`src/rtl/local_date_to_epoch_seconds_macros.svh`:
```
// Assertion macros shared by the date conversion RTL.
`ifndef LOCAL_DATE_TO_EPOCH_SECONDS_MACROS_SVH
`define LOCAL_DATE_TO_EPOCH_SECONDS_MACROS_SVH

// Check that cons holds in the same cycle as ante.
`define LDES_ASSERT_SAME(label, clk, rst, ante, cons, msg) \
  label: assert property (@(posedge clk) disable iff (rst) (ante) |-> (cons)) \
    else $error(msg);

// Check that cons holds in the cycle after ante.
`define LDES_ASSERT_NEXT(label, clk, rst, ante, cons, msg) \
  label: assert property (@(posedge clk) disable iff (rst) (ante) |=> (cons)) \
    else $error(msg);

`endif

```
`src/rtl/ldes_pkg.sv`:
```
// Types, constants, tables and microprogram for the date to epoch converter.
package ldes_pkg;

  // Field widths of the request, result and zone register
  localparam int SEC_W   = 11;
  localparam int MIN_W   = 11;
  localparam int HOUR_W  = 10;
  localparam int MDAY_W  = 10;
  localparam int MON_W   = 7;
  localparam int YEAR_W  = 8;
  localparam int EPOCH_W = 41;
  localparam int ZONE_W  = 17;

  // Arithmetic constants
  localparam int SECONDS_PER_HOUR           = 3600;
  localparam int DAYS_PER_QUAD              = 1461;
  localparam int DAYS_PER_YEAR              = 365;
  localparam int DAYS_1900_TO_1970_PLUS_ONE = 25568;
  localparam int LEAP_CENTURY               = 400;

  localparam int PC_W = 5;
  typedef logic [PC_W-1:0] pc_t;

  typedef enum logic [3:0] {
    OP_NOP,
    OP_DIV_EST,
    OP_DIV_FIX,
    OP_WALK_DN,
    OP_WALK_UP,
    OP_QUAD,
    OP_DAYS,
    OP_MAC24,
    OP_MAC60,
    OP_ZONE,
    OP_DONE,
    OP_FAIL
  } op_t;

  typedef enum logic [1:0] {
    SEL_SEC,
    SEL_MIN,
    SEL_HOUR,
    SEL_MON
  } sel_t;

  typedef enum logic [1:0] {
    COND_NEVER,
    COND_MDAY_LOW,
    COND_MDAY_HIGH,
    COND_YEAR_BAD
  } cond_t;

  // One microcode word
  typedef struct packed {
    op_t   op;
    sel_t  sel;
    cond_t cond;
    pc_t   target;
    logic  last;
  } uword_t;

  // Datapath status seen by the sequencer
  typedef struct packed {
    logic mday_low;
    logic mday_high;
    logic year_bad;
  } flags_t;

  // One request item
  typedef struct packed {
    logic signed [SEC_W-1:0]  second_value;
    logic signed [MIN_W-1:0]  minute_value;
    logic signed [HOUR_W-1:0] hour_value;
    logic signed [MDAY_W-1:0] day_of_month;
    logic signed [MON_W-1:0]  month_index;
    logic [YEAR_W-1:0]        years_since_1900;
    logic                     dst_active;
  } item_t;

  // Jump targets in the microprogram
  localparam pc_t PC_START   = 5'd0;
  localparam pc_t PC_WALK_DN = 5'd8;
  localparam pc_t PC_WALK_UP = 5'd9;
  localparam pc_t PC_FAIL    = 5'd18;

  // Divisor of each carry step
  function automatic logic [5:0] div_base(sel_t s);
    case (s)
      SEL_SEC:  return 6'd60;
      SEL_MIN:  return 6'd60;
      SEL_HOUR: return 6'd24;
      SEL_MON:  return 6'd12;
      default:  return 6'd60;
    endcase
  endfunction

  // Reciprocal of the divisor scaled by 2^16, rounded down
  function automatic logic [12:0] div_recip(sel_t s);
    case (s)
      SEL_SEC:  return 13'd1092;
      SEL_MIN:  return 13'd1092;
      SEL_HOUR: return 13'd2730;
      SEL_MON:  return 13'd5461;
      default:  return 13'd1092;
    endcase
  endfunction

  // Quotient bias that makes the biased operand nonnegative
  function automatic logic [4:0] div_bias_q(sel_t s);
    case (s)
      SEL_SEC:  return 5'd18;
      SEL_MIN:  return 5'd18;
      SEL_HOUR: return 5'd23;
      SEL_MON:  return 5'd6;
      default:  return 5'd18;
    endcase
  endfunction

  // Bias added to the operand: divisor times quotient bias
  function automatic logic [11:0] div_bias(sel_t s);
    case (s)
      SEL_SEC:  return 12'd1080;
      SEL_MIN:  return 12'd1080;
      SEL_HOUR: return 12'd552;
      SEL_MON:  return 12'd72;
      default:  return 12'd1080;
    endcase
  endfunction

  // Leap rule for years counted from 1900; the normalized span only
  // reaches centuries at 1900, 2000 and 2100.
  function automatic logic is_leap(logic signed [9:0] y);
    return (y[1:0] == 2'b00) && (y != 10'sd0) && (y != 10'sd200);
  endfunction

  function automatic logic [4:0] month_len(logic signed [9:0] y, logic [3:0] m);
    case (m)
      4'd0:    return 5'd31;
      4'd1:    return is_leap(y) ? 5'd29 : 5'd28;
      4'd2:    return 5'd31;
      4'd3:    return 5'd30;
      4'd4:    return 5'd31;
      4'd5:    return 5'd30;
      4'd6:    return 5'd31;
      4'd7:    return 5'd31;
      4'd8:    return 5'd30;
      4'd9:    return 5'd31;
      4'd10:   return 5'd30;
      4'd11:   return 5'd31;
      default: return 5'd31;
    endcase
  endfunction

  function automatic logic [8:0] days_before(logic [3:0] m);
    case (m)
      4'd0:    return 9'd0;
      4'd1:    return 9'd31;
      4'd2:    return 9'd59;
      4'd3:    return 9'd90;
      4'd4:    return 9'd120;
      4'd5:    return 9'd151;
      4'd6:    return 9'd181;
      4'd7:    return 9'd212;
      4'd8:    return 9'd243;
      4'd9:    return 9'd273;
      4'd10:   return 9'd304;
      4'd11:   return 9'd334;
      default: return 9'd0;
    endcase
  endfunction

  // Days into a four year group: r * 365, plus one past the leap year
  function automatic logic [10:0] year_days(logic [1:0] r);
    case (r)
      2'd0:    return 11'd0;
      2'd1:    return 11'(DAYS_PER_YEAR + 1);
      2'd2:    return 11'(2 * DAYS_PER_YEAR + 1);
      2'd3:    return 11'(3 * DAYS_PER_YEAR + 1);
      default: return 11'd0;
    endcase
  endfunction

  function automatic uword_t uw(op_t op, sel_t sel, cond_t cond, pc_t target, logic last);
    uword_t w;
    w.op     = op;
    w.sel    = sel;
    w.cond   = cond;
    w.target = target;
    w.last   = last;
    return w;
  endfunction

  // Microprogram
  function automatic uword_t ucode(pc_t pc);
    case (pc)
      5'd0:    return uw(OP_DIV_EST, SEL_SEC,  COND_NEVER,     PC_START,   1'b0);
      5'd1:    return uw(OP_DIV_FIX, SEL_SEC,  COND_NEVER,     PC_START,   1'b0);
      5'd2:    return uw(OP_DIV_EST, SEL_MIN,  COND_NEVER,     PC_START,   1'b0);
      5'd3:    return uw(OP_DIV_FIX, SEL_MIN,  COND_NEVER,     PC_START,   1'b0);
      5'd4:    return uw(OP_DIV_EST, SEL_HOUR, COND_NEVER,     PC_START,   1'b0);
      5'd5:    return uw(OP_DIV_FIX, SEL_HOUR, COND_NEVER,     PC_START,   1'b0);
      5'd6:    return uw(OP_DIV_EST, SEL_MON,  COND_NEVER,     PC_START,   1'b0);
      5'd7:    return uw(OP_DIV_FIX, SEL_MON,  COND_NEVER,     PC_START,   1'b0);
      5'd8:    return uw(OP_WALK_DN, SEL_SEC,  COND_MDAY_LOW,  PC_WALK_DN, 1'b0);
      5'd9:    return uw(OP_WALK_UP, SEL_SEC,  COND_MDAY_HIGH, PC_WALK_UP, 1'b0);
      5'd10:   return uw(OP_NOP,     SEL_SEC,  COND_YEAR_BAD,  PC_FAIL,    1'b0);
      5'd11:   return uw(OP_QUAD,    SEL_SEC,  COND_NEVER,     PC_START,   1'b0);
      5'd12:   return uw(OP_DAYS,    SEL_SEC,  COND_NEVER,     PC_START,   1'b0);
      5'd13:   return uw(OP_MAC24,   SEL_HOUR, COND_NEVER,     PC_START,   1'b0);
      5'd14:   return uw(OP_MAC60,   SEL_MIN,  COND_NEVER,     PC_START,   1'b0);
      5'd15:   return uw(OP_MAC60,   SEL_SEC,  COND_NEVER,     PC_START,   1'b0);
      5'd16:   return uw(OP_ZONE,    SEL_SEC,  COND_NEVER,     PC_START,   1'b0);
      5'd17:   return uw(OP_DONE,    SEL_SEC,  COND_NEVER,     PC_START,   1'b1);
      5'd18:   return uw(OP_FAIL,    SEL_SEC,  COND_NEVER,     PC_START,   1'b1);
      default: return uw(OP_FAIL,    SEL_SEC,  COND_NEVER,     PC_START,   1'b1);
    endcase
  endfunction

endpackage

```
`src/rtl/ldes_if.sv`:
```
// Channel interfaces: request, result and zone register write.
interface ldes_req_if;
  logic                                  valid;
  logic                                  ready;
  logic signed [ldes_pkg::SEC_W-1:0]     second_value;
  logic signed [ldes_pkg::MIN_W-1:0]     minute_value;
  logic signed [ldes_pkg::HOUR_W-1:0]    hour_value;
  logic signed [ldes_pkg::MDAY_W-1:0]    day_of_month;
  logic signed [ldes_pkg::MON_W-1:0]     month_index;
  logic [ldes_pkg::YEAR_W-1:0]           years_since_1900;
  logic                                  dst_active;

  modport source (
    output valid, second_value, minute_value, hour_value, day_of_month,
           month_index, years_since_1900, dst_active,
    input  ready
  );
  modport sink (
    input  valid, second_value, minute_value, hour_value, day_of_month,
           month_index, years_since_1900, dst_active,
    output ready
  );
endinterface

interface ldes_rsp_if;
  logic                                  valid;
  logic                                  ready;
  logic signed [ldes_pkg::EPOCH_W-1:0]   epoch_seconds;
  logic                                  range_error;

  modport source (output valid, epoch_seconds, range_error, input ready);
  modport sink (input valid, epoch_seconds, range_error, output ready);
endinterface

interface ldes_cfg_if;
  logic                                  valid;
  logic                                  ready;
  logic signed [ldes_pkg::ZONE_W-1:0]    zone_offset_seconds;

  modport source (output valid, zone_offset_seconds, input ready);
  modport sink (input valid, zone_offset_seconds, output ready);
endinterface

```
`src/rtl/local_date_to_epoch_seconds.sv`:
```
// Top level: local broken-down time to epoch seconds converter.
// Takes one request with possibly out-of-range second, minute, hour, day,
// month, year-since-1900 and DST flag, normalizes it and returns seconds
// since 1970-01-01 UTC plus the zone offset register (plus one hour under
// DST), or range_error with zero when the normalized year is outside
// 1901..2099. A microcoded sequencer drives one datapath step per cycle and
// holds the final step while the result register is full: eight steps
// normalize seconds, minutes, hours and months by reciprocal division, the
// day-of-month walk then moves one month per cycle, and the remaining steps
// count days and accumulate seconds. The month walk sets how long a request
// takes; a range error ends it early. A new request is taken once the
// previous one has reached the result register, which holds it until taken.
// The zone register may be written only while no request is in progress.
`include "local_date_to_epoch_seconds_macros.svh"

module local_date_to_epoch_seconds (
  input logic        clk,
  input logic        rst,
  ldes_req_if.sink   request,
  ldes_rsp_if.source result,
  ldes_cfg_if.sink   cfg
);
  import ldes_pkg::*;

  logic signed [ZONE_W-1:0]  zone;
  item_t                     item;
  uword_t                    ctrl;
  flags_t                    flags;
  logic                      busy;
  logic                      start;
  logic                      out_free;
  logic                      load_out;
  logic signed [EPOCH_W-1:0] acc;
  logic                      rsp_valid;
  logic signed [EPOCH_W-1:0] epoch;
  logic                      err;

  // Take a request whenever the sequencer is idle
  assign request.ready = !busy;
  assign start         = request.valid && !busy;
  assign cfg.ready     = 1'b1;

  always_comb begin
    item.second_value     = request.second_value;
    item.minute_value     = request.minute_value;
    item.hour_value       = request.hour_value;
    item.day_of_month     = request.day_of_month;
    item.month_index      = request.month_index;
    item.years_since_1900 = request.years_since_1900;
    item.dst_active       = request.dst_active;
  end

  // Zone offset register
  always_ff @(posedge clk) begin
    if (rst) begin
      zone <= '0;
    end else if (cfg.valid) begin
      zone <= cfg.zone_offset_seconds;
    end
  end

  ldes_useq u_useq (
    .clk      (clk),
    .rst      (rst),
    .start    (start),
    .out_free (out_free),
    .flags    (flags),
    .ctrl     (ctrl),
    .busy     (busy)
  );

  ldes_dpath u_dpath (
    .clk   (clk),
    .rst   (rst),
    .en    (busy),
    .load  (start),
    .item  (item),
    .zone  (zone),
    .ctrl  (ctrl),
    .flags (flags),
    .acc   (acc)
  );

  // Result register
  assign out_free = !rsp_valid || result.ready;
  assign load_out = busy && ctrl.last && out_free;

  always_ff @(posedge clk) begin
    if (rst) begin
      rsp_valid <= 1'b0;
    end else if (load_out) begin
      rsp_valid <= 1'b1;
    end else if (result.ready) begin
      rsp_valid <= 1'b0;
    end
  end

  always_ff @(posedge clk) begin
    if (load_out) begin
      epoch <= (ctrl.op == OP_FAIL) ? '0 : acc;
      err   <= (ctrl.op == OP_FAIL);
    end
  end

  assign result.valid         = rsp_valid;
  assign result.epoch_seconds = epoch;
  assign result.range_error   = err;

  `LDES_ASSERT_NEXT(a_start_busy, clk, rst, start, busy, "accepted request did not start the sequencer")
  `LDES_ASSERT_SAME(a_err_zero, clk, rst, rsp_valid && err, epoch == '0, "range error result carries nonzero seconds")

endmodule

```
`src/rtl/ldes_useq.sv`:
```
// Microcode sequencer: step counter, program table and conditional jumps.
`include "local_date_to_epoch_seconds_macros.svh"

module ldes_useq (
  input  logic            clk,
  input  logic            rst,
  input  logic            start,
  input  logic            out_free,
  input  ldes_pkg::flags_t flags,
  output ldes_pkg::uword_t ctrl,
  output logic            busy
);
  import ldes_pkg::*;

  pc_t  pc;
  pc_t  pc_next;
  logic busy_next;
  logic hit;

  // Fetch the control word and pick the next step
  always_comb begin
    ctrl = ucode(pc);
    case (ctrl.cond)
      COND_NEVER:     hit = 1'b0;
      COND_MDAY_LOW:  hit = flags.mday_low;
      COND_MDAY_HIGH: hit = flags.mday_high;
      COND_YEAR_BAD:  hit = flags.year_bad;
      default:        hit = 1'b0;
    endcase

    pc_next   = pc;
    busy_next = busy;
    if (start) begin
      pc_next   = PC_START;
      busy_next = 1'b1;
    end else if (busy) begin
      if (ctrl.last) begin
        // Hold on the final step until the result register is free
        if (out_free) begin
          pc_next   = PC_START;
          busy_next = 1'b0;
        end
      end else if (hit) begin
        pc_next = ctrl.target;
      end else begin
        pc_next = pc + 1'b1;
      end
    end
  end

  always_ff @(posedge clk) begin
    if (rst) begin
      pc   <= PC_START;
      busy <= 1'b0;
    end else begin
      pc   <= pc_next;
      busy <= busy_next;
    end
  end

  `LDES_ASSERT_NEXT(a_pc_advance, clk, rst, busy && !ctrl.last && ctrl.cond == COND_NEVER, pc == $past(pc) + 1'b1, "step counter did not advance on a plain step")

endmodule

```
`src/rtl/ldes_dpath.sv`:
```
// Datapath: field registers, reciprocal divider, month walker and accumulator.
`include "local_date_to_epoch_seconds_macros.svh"

module ldes_dpath (
  input  logic                                clk,
  input  logic                                rst,
  input  logic                                en,
  input  logic                                load,
  input  ldes_pkg::item_t                     item,
  input  logic signed [ldes_pkg::ZONE_W-1:0]  zone,
  input  ldes_pkg::uword_t                    ctrl,
  output ldes_pkg::flags_t                    flags,
  output logic signed [ldes_pkg::EPOCH_W-1:0] acc
);
  import ldes_pkg::*;

  // Working fields, wide enough for the carries they take
  logic signed [SEC_W-1:0]  sec;
  logic signed [MIN_W:0]    min;
  logic signed [HOUR_W:0]   hour;
  logic signed [MDAY_W:0]   mday;
  logic signed [MON_W-1:0]  mon;
  logic signed [YEAR_W+1:0] year;
  logic                     dst;
  logic [5:0]               qest;

  logic [11:0]              opnd;
  logic [11:0]              vb;
  logic [24:0]              prod;
  logic [11:0]              qd;
  logic [11:0]              r0;
  logic                     fix;
  logic [6:0]               rem;
  logic [6:0]               qfix;
  logic signed [7:0]        carry;
  logic [3:0]               mon4;
  logic [3:0]               mon_dn;
  logic [3:0]               mon_up;
  logic signed [YEAR_W+1:0] year_dn;
  logic signed [YEAR_W+1:0] year_up;
  logic [4:0]               len_dn;
  logic [4:0]               len_cur;
  logic [16:0]              quad_days;
  logic                     leap_adj;
  logic signed [EPOCH_W-1:0] days_sum;
  logic signed [EPOCH_W-1:0] sec_ext;
  logic signed [EPOCH_W-1:0] min_ext;
  logic signed [EPOCH_W-1:0] hour_ext;
  logic signed [EPOCH_W-1:0] zone_ext;

  // Divider: biased operand, reciprocal estimate and one correction
  always_comb begin
    case (ctrl.sel)
      SEL_SEC:  opnd = {sec[SEC_W-1], sec};
      SEL_MIN:  opnd = min;
      SEL_HOUR: opnd = {hour[HOUR_W], hour};
      SEL_MON:  opnd = {{5{mon[MON_W-1]}}, mon};
      default:  opnd = '0;
    endcase
    vb    = opnd + div_bias(ctrl.sel);
    prod  = 25'(vb) * 25'(div_recip(ctrl.sel));
    qd    = 12'(qest) * 12'(div_base(ctrl.sel));
    r0    = vb - qd;
    fix   = (r0 >= 12'(div_base(ctrl.sel)));
    rem   = fix ? 7'(r0 - 12'(div_base(ctrl.sel))) : 7'(r0);
    qfix  = 7'(qest) + 7'(fix);
    carry = $signed({1'b0, qfix}) - $signed({3'b000, div_bias_q(ctrl.sel)});
  end

  // Month walker: one month per step in either direction
  always_comb begin
    mon4    = mon[3:0];
    mon_dn  = (mon4 == 4'd0) ? 4'd11 : mon4 - 4'd1;
    year_dn = (mon4 == 4'd0) ? year - 10'sd1 : year;
    len_dn  = month_len(year_dn, mon_dn);
    len_cur = month_len(year, mon4);
    mon_up  = (mon4 == 4'd11) ? 4'd0 : mon4 + 4'd1;
    year_up = (mon4 == 4'd11) ? year + 10'sd1 : year;

    flags.mday_low  = (mday < 11'sd1);
    flags.mday_high = (mday > $signed({6'b000000, len_cur}));
    flags.year_bad  = (year < 10'sd1) || (year > 10'sd199);
  end

  // Day count and second accumulation terms
  always_comb begin
    quad_days = 17'(year[7:2]) * 17'(DAYS_PER_QUAD);
    leap_adj  = (mon4 > 4'd1) && is_leap(year);
    days_sum  = acc + 41'(year_days(year[1:0])) + 41'(days_before(mon4))
              + 41'(leap_adj) + {{30{mday[MDAY_W]}}, mday}
              - 41'(DAYS_1900_TO_1970_PLUS_ONE) - 41'd1;
    sec_ext   = {{30{sec[SEC_W-1]}}, sec};
    min_ext   = {{29{min[MIN_W]}}, min};
    hour_ext  = {{30{hour[HOUR_W]}}, hour};
    zone_ext  = {{24{zone[ZONE_W-1]}}, zone};
  end

  // Load a request, then execute one control word per cycle
  always_ff @(posedge clk) begin
    if (load) begin
      sec  <= item.second_value;
      min  <= {item.minute_value[MIN_W-1], item.minute_value};
      hour <= {item.hour_value[HOUR_W-1], item.hour_value};
      mday <= {item.day_of_month[MDAY_W-1], item.day_of_month};
      mon  <= item.month_index;
      year <= {2'b00, item.years_since_1900};
      dst  <= item.dst_active;
    end else if (en) begin
      case (ctrl.op)
        OP_DIV_EST: qest <= prod[21:16];
        OP_DIV_FIX: begin
          case (ctrl.sel)
            SEL_SEC: begin
              sec <= 11'(rem);
              min <= min + {{4{carry[7]}}, carry};
            end
            SEL_MIN: begin
              min  <= 12'(rem);
              hour <= hour + {{3{carry[7]}}, carry};
            end
            SEL_HOUR: begin
              hour <= 11'(rem);
              mday <= mday + {{3{carry[7]}}, carry};
            end
            SEL_MON: begin
              mon  <= rem;
              year <= year + {{2{carry[7]}}, carry};
            end
            default: begin
            end
          endcase
        end
        OP_WALK_DN: begin
          if (flags.mday_low) begin
            mday <= mday + {6'b000000, len_dn};
            mon  <= {3'b000, mon_dn};
            year <= year_dn;
          end
        end
        OP_WALK_UP: begin
          if (flags.mday_high) begin
            mday <= mday - {6'b000000, len_cur};
            mon  <= {3'b000, mon_up};
            year <= year_up;
          end
        end
        OP_QUAD:  acc <= {24'd0, quad_days};
        OP_DAYS:  acc <= days_sum;
        OP_MAC24: acc <= (acc <<< 4) + (acc <<< 3) + hour_ext;
        OP_MAC60: begin
          if (ctrl.sel == SEL_MIN) begin
            acc <= (acc <<< 6) - (acc <<< 2) + min_ext;
          end else begin
            acc <= (acc <<< 6) - (acc <<< 2) + sec_ext;
          end
        end
        OP_ZONE:  acc <= acc + zone_ext + (dst ? 41'(SECONDS_PER_HOUR) : 41'd0);
        default: begin
        end
      endcase
    end
  end

  `LDES_ASSERT_NEXT(a_sec_norm, clk, rst, en && !load && ctrl.op == OP_DIV_FIX && ctrl.sel == SEL_SEC, sec >= 0 && sec < 60, "seconds not normalized after carry")
  `LDES_ASSERT_SAME(a_mon_walk, clk, rst, en && (ctrl.op == OP_WALK_DN || ctrl.op == OP_WALK_UP), mon >= 0 && mon < 12, "month out of range while walking days")

endmodule
```
`src/flat_wrapper.sv`:
```
// flat-port wrapper written by rule: the top's interface ports become plain ports
module local_date_to_epoch_seconds_flat import ldes_pkg::*;
  (clk, rst, request_valid, request_second_value, request_minute_value, request_hour_value, request_day_of_month, request_month_index, request_years_since_1900, request_dst_active, request_ready, result_valid, result_epoch_seconds, result_range_error, result_ready, cfg_valid, cfg_zone_offset_seconds, cfg_ready);
  ldes_req_if request_i ();
  ldes_rsp_if result_i ();
  ldes_cfg_if cfg_i ();
  input logic clk;
  input logic rst;
  input wire logic [$bits(request_i.valid)-1:0] request_valid;
  input wire logic [$bits(request_i.second_value)-1:0] request_second_value;
  input wire logic [$bits(request_i.minute_value)-1:0] request_minute_value;
  input wire logic [$bits(request_i.hour_value)-1:0] request_hour_value;
  input wire logic [$bits(request_i.day_of_month)-1:0] request_day_of_month;
  input wire logic [$bits(request_i.month_index)-1:0] request_month_index;
  input wire logic [$bits(request_i.years_since_1900)-1:0] request_years_since_1900;
  input wire logic [$bits(request_i.dst_active)-1:0] request_dst_active;
  output wire logic [$bits(request_i.ready)-1:0] request_ready;
  output wire logic [$bits(result_i.valid)-1:0] result_valid;
  output wire logic [$bits(result_i.epoch_seconds)-1:0] result_epoch_seconds;
  output wire logic [$bits(result_i.range_error)-1:0] result_range_error;
  input wire logic [$bits(result_i.ready)-1:0] result_ready;
  input wire logic [$bits(cfg_i.valid)-1:0] cfg_valid;
  input wire logic [$bits(cfg_i.zone_offset_seconds)-1:0] cfg_zone_offset_seconds;
  output wire logic [$bits(cfg_i.ready)-1:0] cfg_ready;
  assign request_i.valid = request_valid;
  assign request_i.second_value = request_second_value;
  assign request_i.minute_value = request_minute_value;
  assign request_i.hour_value = request_hour_value;
  assign request_i.day_of_month = request_day_of_month;
  assign request_i.month_index = request_month_index;
  assign request_i.years_since_1900 = request_years_since_1900;
  assign request_i.dst_active = request_dst_active;
  assign request_ready = request_i.ready;
  assign result_valid = result_i.valid;
  assign result_epoch_seconds = result_i.epoch_seconds;
  assign result_range_error = result_i.range_error;
  assign result_i.ready = result_ready;
  assign cfg_i.valid = cfg_valid;
  assign cfg_i.zone_offset_seconds = cfg_zone_offset_seconds;
  assign cfg_ready = cfg_i.ready;
  local_date_to_epoch_seconds u_core (.clk(clk), .rst(rst), .request(request_i), .result(result_i), .cfg(cfg_i));
endmodule
```
`config.mk`:
```
export PLATFORM = sky130hd
export DESIGN_NAME = local_date_to_epoch_seconds_flat
export DESIGN_NICKNAME = d
export VERILOG_FILES = /design/src/rtl/ldes_pkg.sv /design/src/rtl/ldes_if.sv /design/src/rtl/local_date_to_epoch_seconds.sv /design/src/rtl/ldes_useq.sv /design/src/rtl/ldes_dpath.sv /design/src/flat_wrapper.sv
export VERILOG_INCLUDE_DIRS = /design/src /design/src/rtl
export SDC_FILE = /design/constraint.sdc
export NUM_CORES = 2
export LEC_CHECK = 0
export ABC_AREA = 1
export BUFFER_PORTS_ARGS = -buffer_cell sky130_fd_sc_hd__buf_2
export CAP_MARGIN = 20
export CORE_ASPECT_RATIO = 1.4
export CORE_MARGIN = 2
export CORE_UTILIZATION = 30
export DETAILED_ROUTE_END_ITERATION = 8
export GPL_ROUTABILITY_DRIVEN = 0
export PLACE_DENSITY_LB_ADDON = 0.15
export SLEW_MARGIN = 5
export SYNTH_ARGS = -nofsm -noshare
export SYNTH_HDL_FRONTEND = slang
export SYNTH_SLANG_ARGS = --single-unit
```
`constraint.sdc`:
```
create_clock -name clk -period 14.3 [get_ports clk]
set_input_delay 2.145 -clock clk [delete_from_list [all_inputs] [get_ports clk]]
set_output_delay 2.145 -clock clk [all_outputs]
set_load 0.005 [all_outputs]
```
# Yosys cells after proc, flatten, opt, wreduce, memory -nomap -nowiden
# Memory sizes are Yosys's and may differ from the RTL's. A register that Yosys moved wholly into a read port is not among the register bits.
# Cells that the tools add are included.
# totals
register_bits	176
latch_bits	0
mem_bits_rw	0
mem_bits_ro	560
inputBits	80
out_inout_bits	45
word_cells	202
mem_count	2
# memory_table
memory	depth	width	rd	rd_clocked_by_memory_dff	write_ports	line	text
(no name shown)	32	13	1	1	0	ldes_pkg.sv:195	case (pc)
(no name shown)	16	9	1	1	0	ldes_pkg.sv:155	case (m)
# op_classes
addsub	29
n_mul	3
n_div	0
n_lt_le_gt_ge	6
n_eq_ne	42
n_shift	0
n_mux	61
bitwise	1
n_reduce_logical	42
# ops
cell	n
one-hot mux 41 bit (5 select lines)	1
2-to-1 mux 11 bit	12
adder 41 x 11 -> 41 bit	3
adder 41 bit	3
adder 41 x 12 -> 41 bit	2
2-to-1 mux 10 bit	5
2-to-1 mux 12 bit	4
one-hot mux 12 bit (4 select lines)	1
one-hot mux 11 bit (4 select lines)	1
2-to-1 mux 7 bit	6
adder 41 x 1 -> 41 bit	1
adder 41 x 9 -> 41 bit	1
2-to-1 mux 41 bit	1
subtractor 41 x 1 -> 41 bit (second input constant)	1
subtractor 41 x 15 -> 41 bit (second input constant)	1
subtractor 41 bit	1
one-hot mux 13 bit (3 select lines)	1
one-hot mux 12 bit (3 select lines)	1
one-hot mux 11 bit (3 select lines)	1
equality test 4 bit (second input constant)	8
one-hot mux 10 bit (3 select lines)	1
2-to-1 mux 5 bit	5
adder 12 bit	2
equality test 4 x 3 -> 1 bit (second input constant)	6
58 further kinds	115

# Longest topological paths before layout
# logic_depth
word_depth	13
ltp_mapped	51
mapped_depth_nobuf	49

# Modules after synthesis
# A second synthesis with hierarchy kept.
# hier_totals
cells_unflattened	4314
area_unflattened_um2	31689.1
# by_module_without_submodules
mod	instances	cells_per_inst	area_each_um2	seq_area_each_um2
ldes_dpath	1	3964	28387.2	3463.3
local_date_to_epoch_seconds	1	217	2304.7	1621.6
ldes_useq	1	133	997.2	360.3

# Least setup slack after synthesis
# Ideal clock, no wire load.
# synth_timing
kind	register -> register
from	register, netlist name u_core.u_useq.ctrl[8]
to	register u_core.u_dpath.mday[9], data pin
setup_time_ps	266
arrival_ps	7977
t_required_ps	14034
setup_slack_ps	6056
stages_incl_launch_ff	44
path_buffers	1
synth_period_minus_slack_ps	8244
cell_sequence	dfxtp_1 -> inv_1 -> ha_1 -> buf_2 -> nor2_1 -> inv_1 -> nor2_1 -> fa_1 -> fa_1 -> ha_1 -> inv_1 -> fa_1 -> ha_1 -> xnor2_1 -> inv_1 -> ha_1 -> nand2_1 -> inv_1 -> [... 8 more ...] -> inv_1 -> fa_1 -> xnor2_1 -> nor2_1 -> nor2_1 -> a221oi_1 -> ha_1 -> nand3_1 -> and2_1 -> o31ai_1 -> a21oi_1 -> o21bai_1 -> nand2_1 -> nand2_1 -> a21oi_1 -> or2_2 -> nand3_1 -> o21ai_0
# synth_via
elab_chain_len	13
elab_cells_between_ends	20
cone_classes	5 x add/sub; 1 x mul; 1 x order compare; 3 x eq/ne; 8 x mux; 2 x reduce/logical
# synth_rtl
element	line	text
equality test 2 x 1 -> 1 bit or zero test 2 bit (tied branches)	n/a	
OR reduction 2 bit (no source line)	n/a	
one-hot mux 6 bit (3 select lines) or one-hot mux 12 bit (3 select lines) (tied branches)	ldes_pkg.sv:88, ldes_pkg.sv:121	
multiplier 6 x 6 -> 12 bit or adder 12 bit (tied branches)	ldes_dpath.sv:62, ldes_dpath.sv:60	
subtractor 12 bit	ldes_dpath.sv:63	r0 = vb - qd;
greater-or-equal comparator 12 x 6 -> 1 bit	ldes_dpath.sv:64	fix = (r0 >= 12'(div_base(ctrl.sel)));
adder 6 x 1 -> 7 bit	ldes_dpath.sv:66	qfix = 7'(qest) + 7'(fix);
subtractor 7 x 5 -> 8 bit (*)	ldes_dpath.sv:67	carry = $signed({1'b0, qfix}) - $signed({3'b000, div_bias_q(ctrl.sel)});
adder 11 bit (*)	ldes_dpath.sv:123	mday <= mday + {{3{carry[7]}}, carry};
2-to-1 mux 11 bit (*)	ldes_dpath.sv:112	case (ctrl.sel)
one-hot mux 11 bit (3 select lines) (*)	ldes_dpath.sv:109	case (ctrl.op)
2-to-1 mux 11 bit (*)	ldes_dpath.sv:108	end else if (en) begin
2-to-1 mux 11 bit (*)	ldes_dpath.sv:100	if (load) begin
to (signal assigned)	ldes_dpath.sv:104	mday <= {item.day_of_month[MDAY_W-1], item.day_of_month};
to (signal assigned)	ldes_dpath.sv:123	
to (signal assigned)	ldes_dpath.sv:135	mday <= mday + {6'b000000, len_dn};
to (decl)	ldes_dpath.sv:21	logic signed [MDAY_W:0] mday;
# Mark *: on every way between the ends. The rest lies on a longest branch, timed or not. The select of a mux whose other input is x is not followed.
# A chain may end at the register's enable or synchronous reset.

# Worst setup path after layout
# layout_timing
from	register, netlist name u_core.u_useq.ctrl[8]
to	register u_core.u_dpath.mday[9], data pin
# layout_via
elab_chain_len	13
elab_cells_between_ends	20
cone_classes	5 x add/sub; 1 x mul; 1 x order compare; 3 x eq/ne; 8 x mux; 2 x reduce/logical
# layout_rtl
element	line
equality test 2 x 1 -> 1 bit or zero test 2 bit (tied branches)	n/a
OR reduction 2 bit (no source line)	n/a
one-hot mux 6 bit (3 select lines) or one-hot mux 12 bit (3 select lines) (tied branches)	ldes_pkg.sv:88, ldes_pkg.sv:121
multiplier 6 x 6 -> 12 bit or adder 12 bit (tied branches)	ldes_dpath.sv:62, ldes_dpath.sv:60
subtractor 12 bit	ldes_dpath.sv:63
greater-or-equal comparator 12 x 6 -> 1 bit	ldes_dpath.sv:64
adder 6 x 1 -> 7 bit	ldes_dpath.sv:66
subtractor 7 x 5 -> 8 bit (*)	ldes_dpath.sv:67
adder 11 bit (*)	ldes_dpath.sv:123
2-to-1 mux 11 bit (*)	ldes_dpath.sv:112
one-hot mux 11 bit (3 select lines) (*)	ldes_dpath.sv:109
2-to-1 mux 11 bit (*)	ldes_dpath.sv:108
2-to-1 mux 11 bit (*)	ldes_dpath.sv:100
# Marked as above.

==> summary.txt <==
Status
  • Status: complete, no violations

Floorplanning
  • Top Ports: 125
  • Die height: 386 um
  • Rows: 140
  • Initial Utilization: 0.302
  • Core Region: 0.104 mm2
  • Die X-Extent: 277 um
  • Die area: 0.107 mm2

Global routing
  • Largest net degree at the start of global routing: 55
  • First-pass GRT wire length: 173 mm
  • GRT Overall Usage: 0.214
  • Congestion Overflow GR: 0
  • Vias in the first global route: 28,900
  • Initial antenna violation count: 1

Synthesis
  • Share of the synthesized area in the top cell type: 0.210
  • Synth Register Bits: 197
  • Syn nets: 4,993
  • Post-synth ARST share: 0
  • Mapped Area: 0.0313 mm2
  • Syn. warnings: 0
  • Post-synth cell types: 71
  • Syn avg cell area: 7.43 um2
  • Synth area leaders: ha_1, edfxtp_1, fa_1
  • Main synth FF type: edfxtp_1
  • Largest area contributor in the netlist: ha_1
  • Cells after synthesis: 4,217
  • Sequential element share of the synthesized area: 0.174
  • Post-synth EDFFs: 150

Worst setup path
  • Highest cell delay on the worst timing path: 0.58 ns
  • Slowest CP cell: xor2_1
  • Crit path max fanout: 19
  • Crit path kind: register to register
  • CP bufs+invs: 9
  • CP most frequent cell: inv_1
  • Crit end category: register
  • Worst Path Required: 14.58 ns
  • Startpoint Class: register
  • Worst Setup SP: u_core.u_useq.ctrl[8]
  • Worst EP arrival: 9.96 ns
  • Reg2reg start: u_core.u_useq.ctrl[8]
  • Crit path max-delay family: adder cells

Hold path
  • Worst hold start: u_core.zone[13]
  • HP Class: register to register

Clocking
  • CTS buffer count: 17
  • CTS H-tree lvls: 4
  • Clock Path Buffers: 2
  • Clock Sinks: 197
  • Worst-path clk slew: 0.09 ns
  • Clock latency on the worst-skew pair: 0.54 ns
  • Post-CTS Setup Repair Bufs: 0
  • Hold buffers post-CTS: 0
  • Clock Tree Root: clkbuf_16
  • CTS tree: yes
  • Post-CTS sizing: 0

Final layout
  • Diodes inserted: 0
  • Design Area, Final: 0.0342 mm2
  • Commonest non-fill, non-tap cell in the layout: nand2_1
  • Final core utilization: 0.330
  • Layout cell share with drive strength beyond 1: 0.0676
  • Commonest non-fill, non-tap cells in the layout: nand2_1, inv_1, ha_1, a21oi_1, nor2_1
  • Fin cells: 5,695
  • Nets: 5,109
  • Synth-to-layout area growth: 9.20%

Timing
  • RSZ-0062 raised after global routing: no
  • Max frequency: 103 MHz
  • Clock Skews: 0.0169 ns
  • Slew margin rel.: 0.226
  • Setup TNS: 0 ns
  • Tcrit/Tclk final: 0.677
  • Max Slew Vio Count: 0
  • Worst-margin pin slew: 1.15 ns
  • Final setup viols: 0
  • Min Tclk post-route: 9.68 ns
  • Final Hold Fails: 0

Placed design
  • Placed inst area: 0.0336 mm2
  • Post-Place Cells: 5,662
  • Post-DP HPWL: 97.6 mm
  • PortBufs: 123

Route
  • DR vias: 28,600
  • Router iterations before antenna repair: 6
  • DR vias/cell: 5.03
  • Avg WL per Cell: 19.9 um
  • Drt drc: 0
  • Final antenna-violating net count: 0
  • DR iter-0 viols: 1,283
  • Final wirelength: 114 mm

Run
  • Max-cap viol count: 0
-- registers in the layout, indices dropped and copies added, names as in the netlist, 5 cells and up, named ones only --
register,count
u_core.u_dpath.qest,6
u_core.u_useq.pc,5
u_core.u_dpath.min,12
u_core.result.epoch_seconds,41
u_core.u_dpath.mday,11
u_core.zone,17
u_core.u_dpath.acc,41
u_core.u_useq.ctrl,12
u_core.u_dpath.year,10
u_core.u_dpath.mon,7
u_core.u_dpath.sec,11
u_core.u_dpath.hour,11
-- metrics by stage --
stage	worst slack, ns	hold slack, ns
2_1_floorplan	6.06	0.445
3_3_place_gp	4.77	0.474
3_5_place_dp	4.64	0.477
4_1_cts	4.60	0.489
5_1_grt	3.79	0.495
6_report	4.62	0.485
-- final cells by class --
type,instances,area (um2)
Fill cell,11400,69500
Clock inverter,14,119
Timing Repair Buffer,147,803
Sequential cell,197,5450
Multi-Input combinational cell,3276,23100
Clock buffer,18,429
Tap cell,1349,1690
Inverter,694,2610
-- cells in the mapped netlist (all sizes together), types with 8 or more instances --
cell type,n
a31oi,44
o21ai,303
o2111ai,15
buf,11
nand3,186
nor4,18
nand2,724
xor2,93
xnor2,50
edfxtp,150
or2,51
o21bai,16
a21oi,419
a221oi,8
o211ai,22
dfxtp,47
ha,525
a21o,27
nor2,406
o21a,19
nor3,30
a211oi,9
fa,171
inv,688
clkbuf,39
nand4,52
o31ai,14
o221ai,13
o22ai,20
-- worst reg2reg max path: cells and delay by family, from the launching register on --
family / cells / cell delay, ns
buffers and inverters: 9 / 0.85
adders and majority gates: 11 / 3.99
AOI/OAI and AO/OA: 7 / 1.47
and+or+nand+nor: 12 / 1.83
DFF: 1 / 0.40
xor gates and xnor gates: 3 / 0.91
-- path summary, 6_finish.rpt --
path / end / slack, ns / cells after the start
setup / recovery: u_core.u_dpath.mday[9] / 4.62 / 42
hold / removal: u_core.zone[13] / 0.48 / 2
setup reg to reg: u_core.u_dpath.mday[9] / 4.62 / 42
hold reg to reg: u_core.zone[13] / 0.48 / 2
-- kinds of logic (layout without fill, tap and decap cells) --
family | Yosys count | after routing | share of synthesized area
compound gates | 952 | 952 | 0.172
buf+inv | 744 | 873 | 0.0900
simple gates | 1484 | 1484 | 0.205
fa+ha+maj | 696 | 696 | 0.319
other cells | 1 | 1 | 0.000120
flops | 197 | 197 | 0.174
xor+xnor | 143 | 143 | 0.0402
-- per-layer routing --
metal	track usage	up-vias	part of all wire
met4	0.113	0	0.055
met5	0	-	0
met3	0.0175	180	0.029
met1	0.227	13400	0.38
met2	0.418	607	0.54
li1	-	14500	-
Power is left out: the tool's default activity adds up to more than one toggle a clock period on the data nets, which glitch-free logic cannot reach.
